`src/rtl/core/sdf_pkg.sv`:
```
// ----------------------------------------------------------------------------
// sdf_pkg
// Types, widths and constants shared by the stereo decimating FIR modules.
// ----------------------------------------------------------------------------
`default_nettype none

package sdf_pkg;

    // Filter depth and derived widths
    localparam int MAX_TAPS = 64;
    localparam int TAP_W    = $clog2(MAX_TAPS);
    localparam int FILL_W   = $clog2(MAX_TAPS + 1);

    // Field and register widths
    localparam int SAMPLE_W   = 16;
    localparam int COEF_W     = 16;
    localparam int COEF_IDX_W = 6;
    localparam int DEC_W      = 5;
    localparam int TAPCFG_W   = 7;
    localparam int PHASE_W    = 4;
    localparam int CFG_W      = 7;
    localparam int CFG_IDX_W  = 1;

    // Compare widths that cover both a field and the filter depth
    localparam int CNT_W = (FILL_W > TAPCFG_W) ? FILL_W : TAPCFG_W;
    localparam int IDX_W = (FILL_W > COEF_IDX_W) ? FILL_W : COEF_IDX_W;

    // Stream packing
    localparam int IN_DATA_W  = 56;
    localparam int OUT_DATA_W = 32;
    localparam int HIST_W     = 2 * SAMPLE_W;

    // Arithmetic
    localparam int PROD_W = SAMPLE_W + COEF_W;
    localparam int ACC_W  = 40;
    localparam int FRAC_W = 15;
    localparam logic signed [ACC_W-1:0] Q_MAX = (2 ** (SAMPLE_W - 1)) - 1;
    localparam logic signed [ACC_W-1:0] Q_MIN = -(2 ** (SAMPLE_W - 1));
    localparam logic signed [ACC_W-1:0] TRUNC_BIAS = (2 ** FRAC_W) - 1;

    // Register reset values and limits
    localparam logic [DEC_W-1:0]    DEC_RESET  = DEC_W'(1);
    localparam logic [DEC_W-1:0]    DEC_MAX    = DEC_W'(16);
    localparam logic [TAPCFG_W-1:0] TAPS_RESET = TAPCFG_W'(64);

    // Cycles from the last tap read until the accumulator holds the sum
    localparam int DRAIN_W = 2;
    localparam logic [DRAIN_W-1:0] DRAIN_LAST = DRAIN_W'(1);

    typedef enum logic [CFG_IDX_W-1:0] {
        REG_DECIMATION = 1'b0,
        REG_TAP_COUNT  = 1'b1
    } cfg_reg_t;

    typedef enum logic {
        CMD_SAMPLE = 1'b0,
        CMD_COEF   = 1'b1
    } cmd_t;

    typedef enum logic [1:0] {
        ST_IDLE,
        ST_RUN,
        ST_DRAIN,
        ST_DONE
    } state_t;

    // Sequencer to MAC control
    typedef struct packed {
        logic clear;    // start a new sum
        logic valid;    // read data for one tap is present
        logic use_tap;  // both coefficient and history entry were written
    } mac_ctl_t;

endpackage

`default_nettype wire

```
`src/rtl/core/stereo_decimating_fir.sv`:
```
// ----------------------------------------------------------------------------
// stereo_decimating_fir
// Stereo FIR filter with decimation, coefficient load and saturated output.
// ----------------------------------------------------------------------------
// A coefficient write or a dropped sample leaves the block ready. A kept
// sample is accepted, then a single multiply-accumulate pair walks the active
// taps one at a time through the coefficient and history memories, the
// product and accumulate pipeline drains, and the result state hands the sum
// to the output register; with tap_count at zero the walk and drain are
// skipped. s_tready is low while a sample is in work and while a finished
// result waits for a full output register. The output register holds one
// result, so one result may wait on m_tready while the next is accepted.
// Histories and coefficients count as zero after reset, with no clear pass.
// ----------------------------------------------------------------------------
`default_nettype none

module stereo_decimating_fir (
    input  wire logic                              aclk,
    input  wire logic                              aresetn,
    // Input stream
    input  wire logic                              s_tvalid,
    output logic                                   s_tready,
    // sample_left[15:0], sample_right[31:16], coef_index[37:32],
    // coef_value[53:38], zero padding[55:54]
    input  wire logic [sdf_pkg::IN_DATA_W-1:0]      s_tdata,
    // command[0]
    input  wire logic                              s_tuser,
    // Result stream
    output logic                                   m_tvalid,
    input  wire logic                              m_tready,
    // out_left[15:0], out_right[31:16]
    output logic      [sdf_pkg::OUT_DATA_W-1:0]     m_tdata,
    // saturated[0]
    output logic                                   m_tuser,
    // Configuration writes
    input  wire logic                              cfg_we,
    input  wire logic [sdf_pkg::CFG_IDX_W-1:0]      cfg_index,
    input  wire logic [sdf_pkg::CFG_W-1:0]          cfg_data
);
    import sdf_pkg::*;

    logic                  coef_we;
    logic [TAP_W-1:0]      coef_waddr;
    logic [TAP_W-1:0]      coef_raddr;
    logic [COEF_W-1:0]     coef_rdata;
    logic                  hist_we;
    logic [TAP_W-1:0]      hist_waddr;
    logic [TAP_W-1:0]      hist_raddr;
    logic [HIST_W-1:0]     hist_rdata;
    mac_ctl_t              mac_ctl;
    logic                  out_free;
    logic                  out_load;
    logic [SAMPLE_W-1:0]   res_left;
    logic [SAMPLE_W-1:0]   res_right;
    logic                  res_sat;

    logic                  out_valid_reg;
    logic [OUT_DATA_W-1:0] out_data_reg;
    logic                  out_sat_reg;

    sdf_ctrl u_ctrl (
        .aclk       (aclk),
        .aresetn    (aresetn),
        .in_valid   (s_tvalid),
        .in_ready   (s_tready),
        .cmd        (s_tuser),
        .coef_idx   (s_tdata[37:32]),
        .cfg_we     (cfg_we),
        .cfg_index  (cfg_index),
        .cfg_data   (cfg_data),
        .out_free   (out_free),
        .out_load   (out_load),
        .coef_we    (coef_we),
        .coef_waddr (coef_waddr),
        .coef_raddr (coef_raddr),
        .hist_we    (hist_we),
        .hist_waddr (hist_waddr),
        .hist_raddr (hist_raddr),
        .mac_ctl    (mac_ctl)
    );

    // Coefficient memory
    sdf_ram #(
        .WIDTH (COEF_W),
        .DEPTH (MAX_TAPS)
    ) u_coef_ram (
        .aclk  (aclk),
        .we    (coef_we),
        .waddr (coef_waddr),
        .wdata (s_tdata[53:38]),
        .raddr (coef_raddr),
        .rdata (coef_rdata)
    );

    // Sample history, left in the low half and right in the high half
    sdf_ram #(
        .WIDTH (HIST_W),
        .DEPTH (MAX_TAPS)
    ) u_hist_ram (
        .aclk  (aclk),
        .we    (hist_we),
        .waddr (hist_waddr),
        .wdata (s_tdata[31:0]),
        .raddr (hist_raddr),
        .rdata (hist_rdata)
    );

    sdf_mac u_mac (
        .aclk       (aclk),
        .aresetn    (aresetn),
        .ctl        (mac_ctl),
        .coef       (signed'(coef_rdata)),
        .hist_left  (signed'(hist_rdata[SAMPLE_W-1:0])),
        .hist_right (signed'(hist_rdata[HIST_W-1:SAMPLE_W])),
        .res_left   (res_left),
        .res_right  (res_right),
        .res_sat    (res_sat)
    );

    // Output register: hold a result until the transaction completes
    assign out_free = ~out_valid_reg | m_tready;

    always_ff @(posedge aclk) begin
        if (!aresetn) begin
            out_valid_reg <= 1'b0;
        end else if (out_load) begin
            out_valid_reg <= 1'b1;
        end else if (m_tready) begin
            out_valid_reg <= 1'b0;
        end
    end

    always_ff @(posedge aclk) begin
        if (out_load) begin
            out_data_reg <= {res_right, res_left};
            out_sat_reg  <= res_sat;
        end
    end

    assign m_tvalid = out_valid_reg;
    assign m_tdata  = out_data_reg;
    assign m_tuser  = out_sat_reg;

endmodule

`default_nettype wire

```
`src/rtl/core/sdf_ram.sv`:
```
// ----------------------------------------------------------------------------
// sdf_ram
// Generic one-write, one-read memory with registered read data.
// ----------------------------------------------------------------------------
`default_nettype none

module sdf_ram #(
    parameter int WIDTH  = 16,
    parameter int DEPTH  = 64,
    parameter int ADDR_W = $clog2(DEPTH)
) (
    input  wire logic              aclk,
    input  wire logic              we,
    input  wire logic [ADDR_W-1:0] waddr,
    input  wire logic [WIDTH-1:0]  wdata,
    input  wire logic [ADDR_W-1:0] raddr,
    output logic      [WIDTH-1:0]  rdata
);

    logic [WIDTH-1:0] mem [DEPTH];

    // Write port
    always_ff @(posedge aclk) begin
        if (we) begin
            mem[waddr] <= wdata;
        end
    end

    // Registered read port
    always_ff @(posedge aclk) begin
        rdata <= mem[raddr];
    end

endmodule

`default_nettype wire

```
`src/rtl/core/sdf_mac.sv`:
```
// ----------------------------------------------------------------------------
// sdf_mac
// Shared stereo multiply-accumulate with truncating scale and saturation.
// ----------------------------------------------------------------------------
`default_nettype none

module sdf_mac (
    input  wire logic                               aclk,
    input  wire logic                               aresetn,
    input  wire sdf_pkg::mac_ctl_t                  ctl,
    input  wire logic signed [sdf_pkg::COEF_W-1:0]   coef,
    input  wire logic signed [sdf_pkg::SAMPLE_W-1:0] hist_left,
    input  wire logic signed [sdf_pkg::SAMPLE_W-1:0] hist_right,
    output logic signed      [sdf_pkg::SAMPLE_W-1:0] res_left,
    output logic signed      [sdf_pkg::SAMPLE_W-1:0] res_right,
    output logic                                    res_sat
);
    import sdf_pkg::*;

    logic                     prod_valid_reg;
    logic signed [PROD_W-1:0] prod_left_reg;
    logic signed [PROD_W-1:0] prod_right_reg;
    logic signed [ACC_W-1:0]  acc_left_reg;
    logic signed [ACC_W-1:0]  acc_right_reg;
    logic signed [ACC_W-1:0]  q_left;
    logic signed [ACC_W-1:0]  q_right;
    logic                     clip_left;
    logic                     clip_right;

    // Product stage: zero the term for an entry never written
    always_ff @(posedge aclk) begin
        if (!aresetn) begin
            prod_valid_reg <= 1'b0;
        end else begin
            prod_valid_reg <= ctl.valid;
        end
    end

    always_ff @(posedge aclk) begin
        if (ctl.use_tap) begin
            prod_left_reg  <= coef * hist_left;
            prod_right_reg <= coef * hist_right;
        end else begin
            prod_left_reg  <= '0;
            prod_right_reg <= '0;
        end
    end

    // Accumulate stage
    always_ff @(posedge aclk) begin
        if (ctl.clear) begin
            acc_left_reg  <= '0;
            acc_right_reg <= '0;
        end else if (prod_valid_reg) begin
            acc_left_reg  <= acc_left_reg + ACC_W'(prod_left_reg);
            acc_right_reg <= acc_right_reg + ACC_W'(prod_right_reg);
        end
    end

    // Shift right toward zero: bias negative sums before the arithmetic shift
    always_comb begin
        q_left  = $signed(acc_left_reg + (acc_left_reg[ACC_W-1] ? TRUNC_BIAS : '0))
                  >>> FRAC_W;
        q_right = $signed(acc_right_reg + (acc_right_reg[ACC_W-1] ? TRUNC_BIAS : '0))
                  >>> FRAC_W;
    end

    // Clip to the sample range
    always_comb begin
        clip_left  = 1'b1;
        clip_right = 1'b1;
        if (q_left > Q_MAX) begin
            res_left = SAMPLE_W'(Q_MAX);
        end else if (q_left < Q_MIN) begin
            res_left = SAMPLE_W'(Q_MIN);
        end else begin
            res_left  = q_left[SAMPLE_W-1:0];
            clip_left = 1'b0;
        end
        if (q_right > Q_MAX) begin
            res_right = SAMPLE_W'(Q_MAX);
        end else if (q_right < Q_MIN) begin
            res_right = SAMPLE_W'(Q_MIN);
        end else begin
            res_right  = q_right[SAMPLE_W-1:0];
            clip_right = 1'b0;
        end
        res_sat = clip_left | clip_right;
    end

endmodule

`default_nettype wire

```
`src/rtl/core/sdf_ctrl.sv`:
```
// ----------------------------------------------------------------------------
// sdf_ctrl
// Sequencer: configuration, decimation phase, history pointer, tap loop.
// ----------------------------------------------------------------------------
`default_nettype none

module sdf_ctrl (
    input  wire logic                               aclk,
    input  wire logic                               aresetn,
    // Input transaction
    input  wire logic                               in_valid,
    output logic                                    in_ready,
    input  wire logic                               cmd,
    input  wire logic [sdf_pkg::COEF_IDX_W-1:0]      coef_idx,
    // Configuration writes
    input  wire logic                               cfg_we,
    input  wire logic [sdf_pkg::CFG_IDX_W-1:0]       cfg_index,
    input  wire logic [sdf_pkg::CFG_W-1:0]           cfg_data,
    // Result handoff
    input  wire logic                               out_free,
    output logic                                    out_load,
    // Memory control
    output logic                                    coef_we,
    output logic      [sdf_pkg::TAP_W-1:0]           coef_waddr,
    output logic      [sdf_pkg::TAP_W-1:0]           coef_raddr,
    output logic                                    hist_we,
    output logic      [sdf_pkg::TAP_W-1:0]           hist_waddr,
    output logic      [sdf_pkg::TAP_W-1:0]           hist_raddr,
    // MAC control
    output sdf_pkg::mac_ctl_t                        mac_ctl
);
    import sdf_pkg::*;

    state_t              state_reg, state_next;
    logic [DEC_W-1:0]    dec_reg;
    logic [TAPCFG_W-1:0] tap_count_reg;
    logic [PHASE_W-1:0]  phase_reg;
    logic [TAP_W-1:0]    wp_reg;
    logic [FILL_W-1:0]   fill_reg;
    logic [MAX_TAPS-1:0] coef_valid_reg;
    logic [CNT_W-1:0]    taps_reg;
    logic [TAP_W-1:0]    k_reg, k_next;
    logic [DRAIN_W-1:0]  drain_reg, drain_next;
    logic                rd_valid_reg;
    logic                use_reg;

    logic                accept;
    logic                is_coef;
    logic                keep;
    logic [DEC_W-1:0]    dec_eff;
    logic [PHASE_W:0]    phase_inc;
    logic [CNT_W-1:0]    taps_eff;
    logic [TAP_W-1:0]    wp_inc;
    logic [TAP_W:0]      hist_diff;
    logic                idx_ok;
    logic                issue;
    logic                last_tap;
    logic                hist_ok;

    assign in_ready = (state_reg == ST_IDLE);
    assign accept   = in_valid & in_ready;
    assign is_coef  = (cmd == CMD_COEF);

    // Clamp the registers to their working ranges
    always_comb begin
        if (dec_reg == '0) begin
            dec_eff = DEC_W'(1);
        end else if (dec_reg > DEC_MAX) begin
            dec_eff = DEC_MAX;
        end else begin
            dec_eff = dec_reg;
        end
        if (CNT_W'(tap_count_reg) > CNT_W'(MAX_TAPS)) begin
            taps_eff = CNT_W'(MAX_TAPS);
        end else begin
            taps_eff = CNT_W'(tap_count_reg);
        end
    end

    assign keep      = (phase_reg == '0);
    assign phase_inc = {1'b0, phase_reg} + (PHASE_W + 1)'(1);
    assign wp_inc    = (wp_reg == TAP_W'(MAX_TAPS - 1)) ? '0 : wp_reg + TAP_W'(1);
    assign idx_ok    = (IDX_W'(coef_idx) < IDX_W'(MAX_TAPS));

    // Coefficient and history writes happen in the accept cycle
    assign coef_we    = accept & is_coef & idx_ok;
    assign coef_waddr = TAP_W'(coef_idx);
    assign hist_we    = accept & ~is_coef & keep;
    assign hist_waddr = wp_inc;

    // Tap k reads coefficient k and the k-th newest history entry
    assign hist_diff  = {1'b0, wp_reg} - {1'b0, k_reg};
    assign coef_raddr = k_reg;
    always_comb begin
        if (hist_diff[TAP_W]) begin
            hist_raddr = TAP_W'(hist_diff + (TAP_W + 1)'(MAX_TAPS));
        end else begin
            hist_raddr = hist_diff[TAP_W-1:0];
        end
    end
    assign hist_ok  = (FILL_W'(k_reg) < fill_reg);
    assign last_tap = ((CNT_W'(k_reg) + CNT_W'(1)) == taps_reg);

    assign mac_ctl.clear   = hist_we;
    assign mac_ctl.valid   = rd_valid_reg;
    assign mac_ctl.use_tap = use_reg;

    // Next state and outputs
    always_comb begin
        state_next = state_reg;
        k_next     = k_reg;
        drain_next = drain_reg;
        issue      = 1'b0;
        out_load   = 1'b0;
        case (state_reg)
            ST_IDLE: begin
                k_next = '0;
                if (accept && !is_coef && keep) begin
                    state_next = (taps_eff == '0) ? ST_DONE : ST_RUN;
                end
            end
            ST_RUN: begin
                issue = 1'b1;
                if (last_tap) begin
                    drain_next = '0;
                    state_next = ST_DRAIN;
                end else begin
                    k_next = k_reg + TAP_W'(1);
                end
            end
            ST_DRAIN: begin
                drain_next = drain_reg + DRAIN_W'(1);
                if (drain_reg == DRAIN_LAST) begin
                    state_next = ST_DONE;
                end
            end
            ST_DONE: begin
                if (out_free) begin
                    out_load   = 1'b1;
                    state_next = ST_IDLE;
                end
            end
            default: begin
                state_next = ST_IDLE;
            end
        endcase
    end

    // State register and tap loop counters
    always_ff @(posedge aclk) begin
        if (!aresetn) begin
            state_reg    <= ST_IDLE;
            k_reg        <= '0;
            drain_reg    <= '0;
            rd_valid_reg <= 1'b0;
            use_reg      <= 1'b0;
        end else begin
            state_reg    <= state_next;
            k_reg        <= k_next;
            drain_reg    <= drain_next;
            rd_valid_reg <= issue;
            use_reg      <= issue & coef_valid_reg[k_reg] & hist_ok;
        end
    end

    // Configuration registers
    always_ff @(posedge aclk) begin
        if (!aresetn) begin
            dec_reg       <= DEC_RESET;
            tap_count_reg <= TAPS_RESET;
        end else if (cfg_we) begin
            case (cfg_index)
                REG_DECIMATION: dec_reg       <= cfg_data[DEC_W-1:0];
                REG_TAP_COUNT:  tap_count_reg <= cfg_data[TAPCFG_W-1:0];
                default: begin
                end
            endcase
        end
    end

    // Phase, history pointer, fill count and coefficient valid bits
    always_ff @(posedge aclk) begin
        if (!aresetn) begin
            phase_reg      <= '0;
            wp_reg         <= '0;
            fill_reg       <= '0;
            coef_valid_reg <= '0;
            taps_reg       <= '0;
        end else if (accept) begin
            if (is_coef) begin
                if (idx_ok) begin
                    coef_valid_reg[coef_waddr] <= 1'b1;
                end
            end else begin
                if ((PHASE_W + 1)'(dec_eff) <= phase_inc) begin
                    phase_reg <= '0;
                end else begin
                    phase_reg <= phase_inc[PHASE_W-1:0];
                end
                if (keep) begin
                    wp_reg   <= wp_inc;
                    taps_reg <= taps_eff;
                    if (fill_reg != FILL_W'(MAX_TAPS)) begin
                        fill_reg <= fill_reg + FILL_W'(1);
                    end
                end
            end
        end
    end

endmodule

`default_nettype wire

```
`config.mk`:
```
export PLATFORM = sky130hd
export DESIGN_NAME = stereo_decimating_fir
export DESIGN_NICKNAME = d
export VERILOG_FILES = /design/src/rtl/core/sdf_pkg.sv /design/src/rtl/core/stereo_decimating_fir.sv /design/src/rtl/core/sdf_ram.sv /design/src/rtl/core/sdf_mac.sv /design/src/rtl/core/sdf_ctrl.sv
export SDC_FILE = /design/constraint.sdc
export NUM_CORES = 2
export LEC_CHECK = 0
export BUFFER_PORTS_ARGS = -buffer_cell sky130_fd_sc_hd__buf_4
export CORE_UTILIZATION = 65
export DETAILED_ROUTE_END_ITERATION = 6
export PLACE_DENSITY_LB_ADDON = 0.1
export SYNTH_ARGS = -nofsm -noshare
export SYNTH_HDL_FRONTEND = slang
export SYNTH_HIERARCHICAL = 1
export SYNTH_SLANG_ARGS = --single-unit
export TNS_END_PERCENT = 1
```
`constraint.sdc`:
```
create_clock -name aclk -period 20 [get_ports aclk]
set_input_delay 5 -clock aclk [delete_from_list [all_inputs] [get_ports aclk]]
set_output_delay 5 -clock aclk [all_outputs]
set_load 0.01 [all_outputs]
```
==> results <==
- The run finished, with violations left.
- The final reports fail on DRC.
- The maximum number of pins on one net before global-route repair is between 90 and 100.
- In this run the remaining antenna-violating nets after routing total 0.
- The net count of the finished layout is ~10k.
- For this design the top-level I/O count stands at between 100 and 150.
- The clock tree from TritonCTS is yes.
- Counting every net in the synthesized netlist gives around 10k.
- The clock sink total is ~3.4k.
- Counting stages on the worst path, the most repeated cell is buf_4.
- In this design, the stage delay of the slowest critical-path cell is 760 ps.
- The horizontal die dimension is slightly below 500 um.
- In the final routed layout, each cell accounts on average for 28.98 um.
- Relative to the synthesized area, the layout overhead comes to 9.984%.
- The overall fraction of global-route tracks in use is a little under a third.
- Sorting the synthesized cells by area gives the leading types as edfxtp_1, mux4_2, fa_1, dfxtp_1, ha_1.
- The sum of negative setup slack is 0 ps.
- Post-CTS repair changed the size of 0 cells.
- The post-synthesis instance area is between 150000 and 200000 um^2.
- Once detailed placement completed, the half-perimeter wirelength came to around 220000 um.
- Row generation in the floorplan step produced roughly 180 rows.
- The deepest clock path buffer count is 4.
- The start-to-end type of the worst setup path is input port to flip-flop.
- In this run the post-CTS setup repair buffer count came out at 0.
- The final clock skew is roughly 110 ps.
- The number of antenna violations at the first check in global routing is 22.
- The data required time of the critical path is between 20000 and 25000 ps.
- The number of hold buffers added after CTS is 0.
- The later-pin clock latency in the skew report is between 900 and 1000 ps.
- The number of global-route vias before repair is between 80k and 90k.
- For this run, the number of Yosys warnings is 6.
- The storage element area is slightly below 100000 um^2.
- The count of flip-flops with a built-in enable after synthesis is approximately 3.1k.
- Setup repair after global routing left no endpoint under its margin.
- Leaving out fill and tap cells, the most frequent cells in the layout are edfxtp_1, mux4_2, inv_1.
- The floorplan step defined a die boundary enclosing roughly 240000 um^2.
- The library cell used as clock root buffer is clkbuf_16.
- The max-slew violation count was 0.
- For this design, the slowest cell found on the critical path is nor2_4.
- The signal on the critical path passes through buf_4 > and3b_1 > nand3_1 > buf_4 > clkinv_2 > nor2b_1 > nand3_1 > nor2_4 > buf_4.
- The worst-margin pin slew is ~1300 ps.
- The async set or reset register ratio after synthesis is 0%.
- The share of the yosys chip area belonging to registers is around 64%.
- On the final layout, the worst hold slack is about 430 ps.
- The count of endpoints failing hold in the final timing report is 0.
- After detailed routing, the number of remaining DRC violations is 1.
- Setup violations remaining at the end of the flow were counted as 0.
- The layout has around 14k filler cells.
- The initial core utilization is 65.56%.
- The total placed instance area is roughly 160000 um^2.
- The register with the most flip-flops in the layout has 2048 of them.
- The worst setup path is launched from an input port.
- The routed via count divided by cell count is between 6 and 7.
- The tool flagged a number of max-cap violations equal to 0.
- For this block, the routed nets add up to 371700 um of wire.
- The synthesized netlist cell count is just over 9k.
- The fraction of final layout cells sized beyond drive strength 1 is roughly 18%.
- The share of the synthesized area in the top cell type is around 60%.
- The highest clock frequency the design can meet is around 0.13 GHz.
- At the end of routability-driven placement, the weighted congestion stood at 0.8586.
- Data on the critical path arrives at its endpoint at approximately 8200 ps.
- Counting flops and latches in the post-synthesis netlist gives 3411.
- The floorplan step set the die height to roughly 490 um.
- The library cell used most frequently in the layout, excluding fill and tap cells, is edfxtp_1.
- The via count is ~84k.
- The tightest min-delay check is of the flip-flop to flip-flop type.
- After the first detailed-routing iteration, the DRC count stood at around 9k.
- The type of element capturing the critical path is a flip-flop.
- The mean instance size in the synthesized netlist is 16.80 um^2.
- Yosys mapped the design onto between 90 and 100 distinct sky130hd cell types.
- The first global-routing pass estimated around 550000 um of wire.
- Headroom to the max-slew limit came out at a little over an eighth.
- Among all flip-flop cells after synthesis, the most frequent one is edfxtp_1.
- The number of detailed-routing iterations run before antenna repair is 7.
- Counting the buffers created by CTS gives 350.
- Of all nets on the critical path, the largest fanout is 21.
- The area of the core is 235900 um^2.
- The total area of multi-input combinational cells is between 50000 and 60000 um^2.
- The clock period could shrink to between 7000 and 8000 ps.
- Buffers placed on the I/O ports in this run total between 100 and 150.
- The final standard cell area without fillers is 170100 um^2.
- Of the available clock period, the critical path in the final layout requires a little under two fifths.
- The total number of H-tree levels is 5.
- After clock tree synthesis, the clock-pin slew on the worst setup and hold paths is around 60 ps.
- For this run the aggregate overflow at the end of global routing stands at 0.
- The cell type contributing the most total cell area after synthesis is edfxtp_1.
[final cells by class]
class / count / area share, %
Sequential cell: 3411 / 58.44
Multi-Input combinational cell: 4671 / 30.00
Clock buffer: 437 / 5.434
Tap cell: 3150 / 2.318
Inverter: 674 / 1.497
Timing Repair Buffer: 298 / 1.352
Clock inverter: 175 / 0.9440
Antenna cell: 11 / 0.01619
[critical path: cells and delay by family]
family        cells  cell delay (ps)
simple gates      5             2070
buf+inv           4             1050
[routing by layer]
| layer | up-vias | track usage [%] | share of wire (%) |
|---|---|---|---|
| li1 | 35275 | - | - |
| met1 | 43483 | 43.26 | 38 |
| met2 | 4490 | 51.54 | 49 |
| met3 | 857 | 5.616 | 9.2 |
| met4 | 8 | 11.92 | 4.0 |
| met5 | - | 0 | 0.017 |
[cells by family (layout without fill, tap and decap cells)]
group	after synthesis	after routing	synth area share, %
other	0	11	0
buffers and inverters	1123	1584	3.115
and+or+nand+nor	1698	1698	5.241
AOI/OAI and AO/OA	917	917	3.942
muxes	1056	1056	13.22
adders and majority gates	823	823	9.219
DFF	3411	3411	64.27
xor gates and xnor gates	177	177	1.003
[cells in the mapped netlist (15+ instances only)]
cell         n
edfxtp_1  3105
a21o_1      83
nor2b_1     69
nand4_1     31
nor2_1     522
xor2_1      57
nand3b_1    18
a311oi_1    22
o21bai_1    22
xnor2_1    120
or3_1       17
a22oi_1     53
fa_1       527
buf_4       49
ha_1       296
o22ai_1     91
a31oi_1     29
o221ai_1    28
mux4_2     780
o21a_1      51
nor4_1      15
buf_1       32
dfxtp_1    306
mux2i_1    241
a211oi_1    30
o21ai_0     97
a21oi_1    267
nand2b_1    38
nor3_1      59
buf_2       96
nand3_1     97
buf_6       23
clkbuf_1   236
and3_1      27
nand2_1    467
mux2_2      31
and2_1     275
inv_1      671
a221oi_1    18
[through the flow]
stage          util [%]  worst slack (ps)  std cells
2_1_floorplan         -             10980       9205
3_3_place_gp      67.49             11660      12204
3_5_place_dp      67.49             11580      12204
4_1_cts           72.09             12560      12816
5_1_grt           72.10             12310      12823
6_report          72.10             12380      12827
[final timing paths]
path                                            from                       end  slack, ps  depth (start not counted)
worst min-delay path             u_ctrl/rd_valid_reg      u_mac/prod_valid_reg        430                          1
worst max register to register  u_hist_ram/rdata[19]  u_mac/prod_right_reg[31]      12840                         21
worst min register to register   u_ctrl/rd_valid_reg      u_mac/prod_valid_reg        430                          1
worst max-delay path                         s_tuser     u_hist_ram/mem[46][6]      12380                          9
Power is not shown: default switching activity piles up to over one toggle a cycle in this logic, so the estimate is an artifact.
